==> config.mk <==
export PLATFORM = sky130hd
export DESIGN_NAME = dsdr_ctrl
export DESIGN_NICKNAME = d
export VERILOG_FILES = /design/src/rtl/dsdr_pkg.sv /design/src/rtl/dsdr_ctrl.sv
export VERILOG_INCLUDE_DIRS = /design/src /design/src/rtl
export SDC_FILE = /design/constraint.sdc
export NUM_CORES = 1
export LEC_CHECK = 0
export ABC_AREA = 0
export CORE_AREA = 2 2 39 41
export DETAILED_ROUTE_END_ITERATION = 10
export DIE_AREA = 0 0 41 43
export DONT_BUFFER_PORTS = 1
export GPL_ROUTABILITY_DRIVEN = 0
export GPL_TIMING_DRIVEN = 1
export PLACE_DENSITY = 0.3
export SYNTH_ARGS = -nofsm -noshare
export SYNTH_HDL_FRONTEND = slang
export SYNTH_SLANG_ARGS = --single-unit
==> constraint.sdc <==
create_clock -name clock -period 2.8 [get_ports clock]
set_input_delay 0.42 -clock clock [delete_from_list [all_inputs] [get_ports clock]]
set_output_delay 0.42 -clock clock [all_outputs]
set_load 0.1 [all_outputs]
==> src/rtl/drrip_stream_deadblock_replacement_defines.svh <==
// ---------------------------------------------------------------------------
// DRRIP replacement engine - assertion macros
// Shared concurrent assertion forms used by the RTL.
// ---------------------------------------------------------------------------
`ifndef DRRIP_STREAM_DEADBLOCK_REPLACEMENT_DEFINES_SVH
`define DRRIP_STREAM_DEADBLOCK_REPLACEMENT_DEFINES_SVH

// same-cycle implication, disabled in reset
`define DSDR_ASSERT_SAME(label, clk, rst, ante, cons) \
   label: assert property (@(posedge clk) disable iff (rst) (ante) |-> (cons)) \
      else $error("dsdr assertion failed");

// next-cycle implication, disabled in reset
`define DSDR_ASSERT_NEXT(label, clk, rst, ante, cons) \
   label: assert property (@(posedge clk) disable iff (rst) (ante) |=> (cons)) \
      else $error("dsdr assertion failed");

`endif

==> src/rtl/dsdr_pkg.sv <==
// ---------------------------------------------------------------------------
// DRRIP replacement engine - package
// Sizes, codes and shared types.
// ---------------------------------------------------------------------------
package dsdr_pkg;

   localparam int SETS              = 2048;
   localparam int WAYS              = 16;
   localparam int SELECTOR_BITS     = 10;
   localparam int DECAY_PERIOD_LOG2 = 12;

   localparam int SET_BITS  = $clog2(SETS);
   localparam int WAY_BITS  = $clog2(WAYS);
   localparam int AGE_BITS  = 2;
   localparam int ADDR_BITS = 64;
   localparam int DRAW_BITS = 5;
   localparam int CNT_BITS  = 2;
   localparam int CSR_BITS  = 12;
   localparam int CSR_IDX_BITS = 1;

   localparam logic [AGE_BITS-1:0] AGE_MAX  = 2'd3;
   localparam logic [AGE_BITS-1:0] AGE_NEAR = 2'd2;
   localparam logic [AGE_BITS-1:0] AGE_HIT  = 2'd0;
   localparam logic [CNT_BITS-1:0] CNT_MAX  = 2'd3;

   localparam logic [SELECTOR_BITS-1:0] SEL_MAX = '1;
   localparam logic [SELECTOR_BITS-1:0] SEL_MID = SEL_MAX >> 1;
   localparam logic [DECAY_PERIOD_LOG2-1:0] DECAY_LAST = '1;
   localparam logic [CSR_BITS-1:0] LEADERS_RESET = 12'd32;
   localparam logic [SET_BITS-1:0] SET_LAST = SET_BITS'(SETS - 1);

   localparam logic FUNC_LOOKUP = 1'b0;
   localparam logic FUNC_UPDATE = 1'b1;

   localparam logic [CSR_IDX_BITS-1:0] CSR_SRRIP_LEADERS = 1'd0;
   localparam logic [CSR_IDX_BITS-1:0] CSR_BRRIP_LEADERS = 1'd1;

   typedef logic [WAYS-1:0][AGE_BITS-1:0] age_row_type;
   typedef logic [WAYS-1:0]               dead_row_type;

   typedef struct packed {
      logic                  valid;
      logic [CNT_BITS-1:0]   count;
      logic [ADDR_BITS-1:0]  addr;
   } stream_row_type;

   typedef enum logic [1:0] {
      ST_SWEEP_INIT,
      ST_IDLE,
      ST_EXEC,
      ST_SWEEP_DEAD
   } state_type;

   typedef struct packed {
      logic accept;
      logic exec;
      logic sweep_init;
      logic sweep_dead;
   } cmd_type;

   typedef struct packed {
      logic lookup;
      logic rsp_blocked;
      logic decay_wrap;
      logic sweep_last;
   } status_type;

endpackage

==> src/rtl/dsdr_ctrl.sv <==
// ---------------------------------------------------------------------------
// DRRIP replacement engine - controller
// Sequences clearing passes, transaction accept and execute.
// ---------------------------------------------------------------------------
`include "drrip_stream_deadblock_replacement_defines.svh"

module dsdr_ctrl import dsdr_pkg::*; (
   input  logic       clock,
   input  logic       reset,
   input  logic       req_valid,
   output logic       req_ready,
   input  status_type status,
   output cmd_type    cmd
);
   state_type state_ff, state_in;

   always_ff @(posedge clock) begin
      if (reset) begin
         state_ff <= ST_SWEEP_INIT;
      end else begin
         state_ff <= state_in;
      end
   end

   always_comb begin
      state_in  = state_ff;
      cmd       = '0;
      req_ready = 1'b0;
      case (state_ff)
         ST_SWEEP_INIT: begin
            cmd.sweep_init = 1'b1;
            if (status.sweep_last) state_in = ST_IDLE;
         end
         ST_IDLE: begin
            req_ready = 1'b1;
            if (req_valid) begin
               cmd.accept = 1'b1;
               state_in   = ST_EXEC;
            end
         end
         ST_EXEC: begin
            if (!(status.lookup && status.rsp_blocked)) begin
               cmd.exec = 1'b1;
               if (!status.lookup && status.decay_wrap) state_in = ST_SWEEP_DEAD;
               else                                     state_in = ST_IDLE;
            end
         end
         ST_SWEEP_DEAD: begin
            cmd.sweep_dead = 1'b1;
            if (status.sweep_last) state_in = ST_IDLE;
         end
         default: state_in = ST_SWEEP_INIT;
      endcase
   end

   `DSDR_ASSERT_SAME(a_one_cmd, clock, reset, 1'b1, $onehot0(cmd))
   `DSDR_ASSERT_SAME(a_init_after_reset, clock, reset, $past(reset), state_ff == ST_SWEEP_INIT)
   `DSDR_ASSERT_NEXT(a_decay_sweep, clock, reset,
      cmd.exec && !status.lookup && status.decay_wrap, state_ff == ST_SWEEP_DEAD)
   `DSDR_ASSERT_NEXT(a_accept_exec, clock, reset, cmd.accept, !req_ready)
endmodule

==> results.txt <==
FF-to-FF End: state_ff[0]
largest net degree at the start of global routing: 6
setup TNS: 0 ns
largest register by flop count: state_ff
number of flip-flops under the largest register name: 2
FF-to-FF Start: state_ff[0]
FILL cells: 158
Post-Syn Area: 213 µm²
clk sinks: 2
max_slew headroom: 81.5%
multi-input logic area: 169 µm²
I/O Buffers: 0
CP Capture Point: cmd[2]
CTS Hold Bufs: 0
Max Cap Viol: 0
Max clock buf depth: 2
Top Family by Delay on Critical Path: flip-flops
Antenna Nets Post-Route: 0
final setup margin: 1.05 ns
first-pass GRT wire length: 717 µm
std cell rows: 14
register area: 40.0 µm²
Critical Path Source Type: flip-flop
initial core utilization: 15.4%
Critical Path RT: 2.38 ns
Distinct cells, synth: 14
num ports: 12
CTS tree: yes
Avg Inst Size Synth: 10.1 µm²
Fmax achieved: 0.571 GHz
Crit. path cell count: 4
Core Area: 1380 µm²
Clock Skew: 0.00120 ns
Tcrit/Tclk final: 62.5%
Clk Latency, worst-skew pair: 0.22 ns
postcts setup bufs: 0
post-cts gate resize count: 0
CTS clk-pin slew, worst paths: 0.03 ns
Final Cell Area: 297 µm²
CP Buf/Inv Count: 2
post-synthesis register bit count: 2
Detailed Route WL: 436 µm
Worst path max stage delay: 0.40 ns
Crit. End Element: primary output
die area: 1760 µm²
number of non-filler instances in the completed layout: 45
Root Driver: clkbuf_4
Place WS: 1.28 ns
total congestion overflow: 0
DRT iter0 DRCs: 2
Pre-antenna DRT Iters: 4
final setup fails: 0
vias in the first global route: 174
DR vias: 180
Slew Viols, Final: 0
critical path class: reg2out
TritonCTS buffer count: 3
Max FO, Critical Path: 5
crit-path cells: inv_1, ha_1, a21boi_2, buf_4
Final nets: 43
R2R cell count: 5
placed cell areas: 274 µm²
actual slew at the worst max-slew pin: 0.279 ns
ratio of cells with drive above 1 in the final layout: 48.3%
H-tree depth: 1
Cell Count Post-Placement: 42
antenna cells: 0
biggest regs: state_ff x2
Mapped Cells: 21
post-synthesis sequential area ratio: 18.8%
RSZ-0062 raised after global routing: no
slowest CP cell: dfxtp_1
setup slack, reg-to-reg: 1.31 ns
synth-to-layout area growth: 39.4%
chip width: 41 µm
WL per Instance: 9.69 µm
status: completed
Tmin final: 1.75 ns
final hold violation count: 0
CP arrival: 1.33 ns
GRT Resource Usage Total: 6.50%
DR DRC count: 0
Synth warnings: 0
Syn Nets: 33
drt via density: 4.00
HP Class: in2reg
initial antenna violation count: 0
height of the die: 43 µm
Crit. Startpoint: state_ff[0]
==> worst min path at each step <==
stage / start / to / slack (ns) / cells past startpoint
3_5_place_dp: reset / state_ff[0] / 0.49 / 1
4_1_cts: reset / state_ff[0] / 0.25 / 1
3_3_place_gp: reset / state_ff[0] / 0.49 / 1
2_1_floorplan: reset / state_ff[0] / 0.48 / 1
5_1_grt: reset / state_ff[0] / 0.23 / 1
6_report: reset / state_ff[0] / 0.26 / 1
==> metrics by stage <==
step	hold WS, ns	utilization (%)
floorplan	0.485	-
global placement	0.488	19.8
detailed placement	0.487	19.8
CTS	0.248	21.4
global route	0.234	21.4
finish	0.260	21.4
==> worst reg2reg max path: stages, from the launching register on <==
cell,delay [ns]
dfxtp_1,0.40
inv_1,0.09
ha_1,0.30
or2_4,0.26
and3_4,0.18
a211oi_2,0.19
==> layout by cell type (no fill, tap or decap), types with 2 or more instances in the layout <==
master	synthesis	routed
buf_4	0	5
a31oi_1	2	2
ha_1	5	5
inv_1	2	2
clkbuf_4	0	3
dfxtp_1	2	2
==> per-layer routing <==
| metal | vias to the layer above | track usage (%) | wire length, µm |
|---|---|---|---|
| li1 | 92 | - | - |
| met1 | 81 | 6.67 | 168 |
| met2 | 7 | 8.75 | 219 |
| met3 | 0 | 3.66 | 48 |
| met4 | 0 | 6.00 | 0 |
| met5 | - | 0 | 0 |
==> synth_stat cells, drive strengths merged <==
master	instances	area (µm²)
inv	2	7.51
a311oi	1	15.0
or2	1	8.76
and2	1	6.26
or2b	1	7.51
dfxtp	2	40.0
nand3b	1	7.51
a21boi	1	7.51
ha	5	62.6
nand3	1	5.00
and3	1	11.3
nand2b	1	8.76
a211oi	1	12.5
a31oi	2	12.5
==> cell type report <==
class | count | area share (%)
Multi-Input combinational cell | 17 | 57.0
Sequential cell | 2 | 13.5
Timing Repair Buffer | 5 | 12.7
Clock buffer | 3 | 7.59
Tap cell | 16 | 6.75
Inverter | 2 | 2.53
==> cells by family (layout without fill, tap and decap cells) <==
group                      after synthesis  after routing  share of synthesized area [%]
AOI/OAI and AO/OA                        5              5                           22.4
adders and majority gates                5              5                           29.4
buffers and inverters                    2             10                           3.53
DFF                                      2              2                           18.8
and+or+nand+nor                          7              7                           25.9
Power is left out: the tool's default activity adds up to more than one toggle a clock period on the data nets, which glitch-free logic cannot reach.
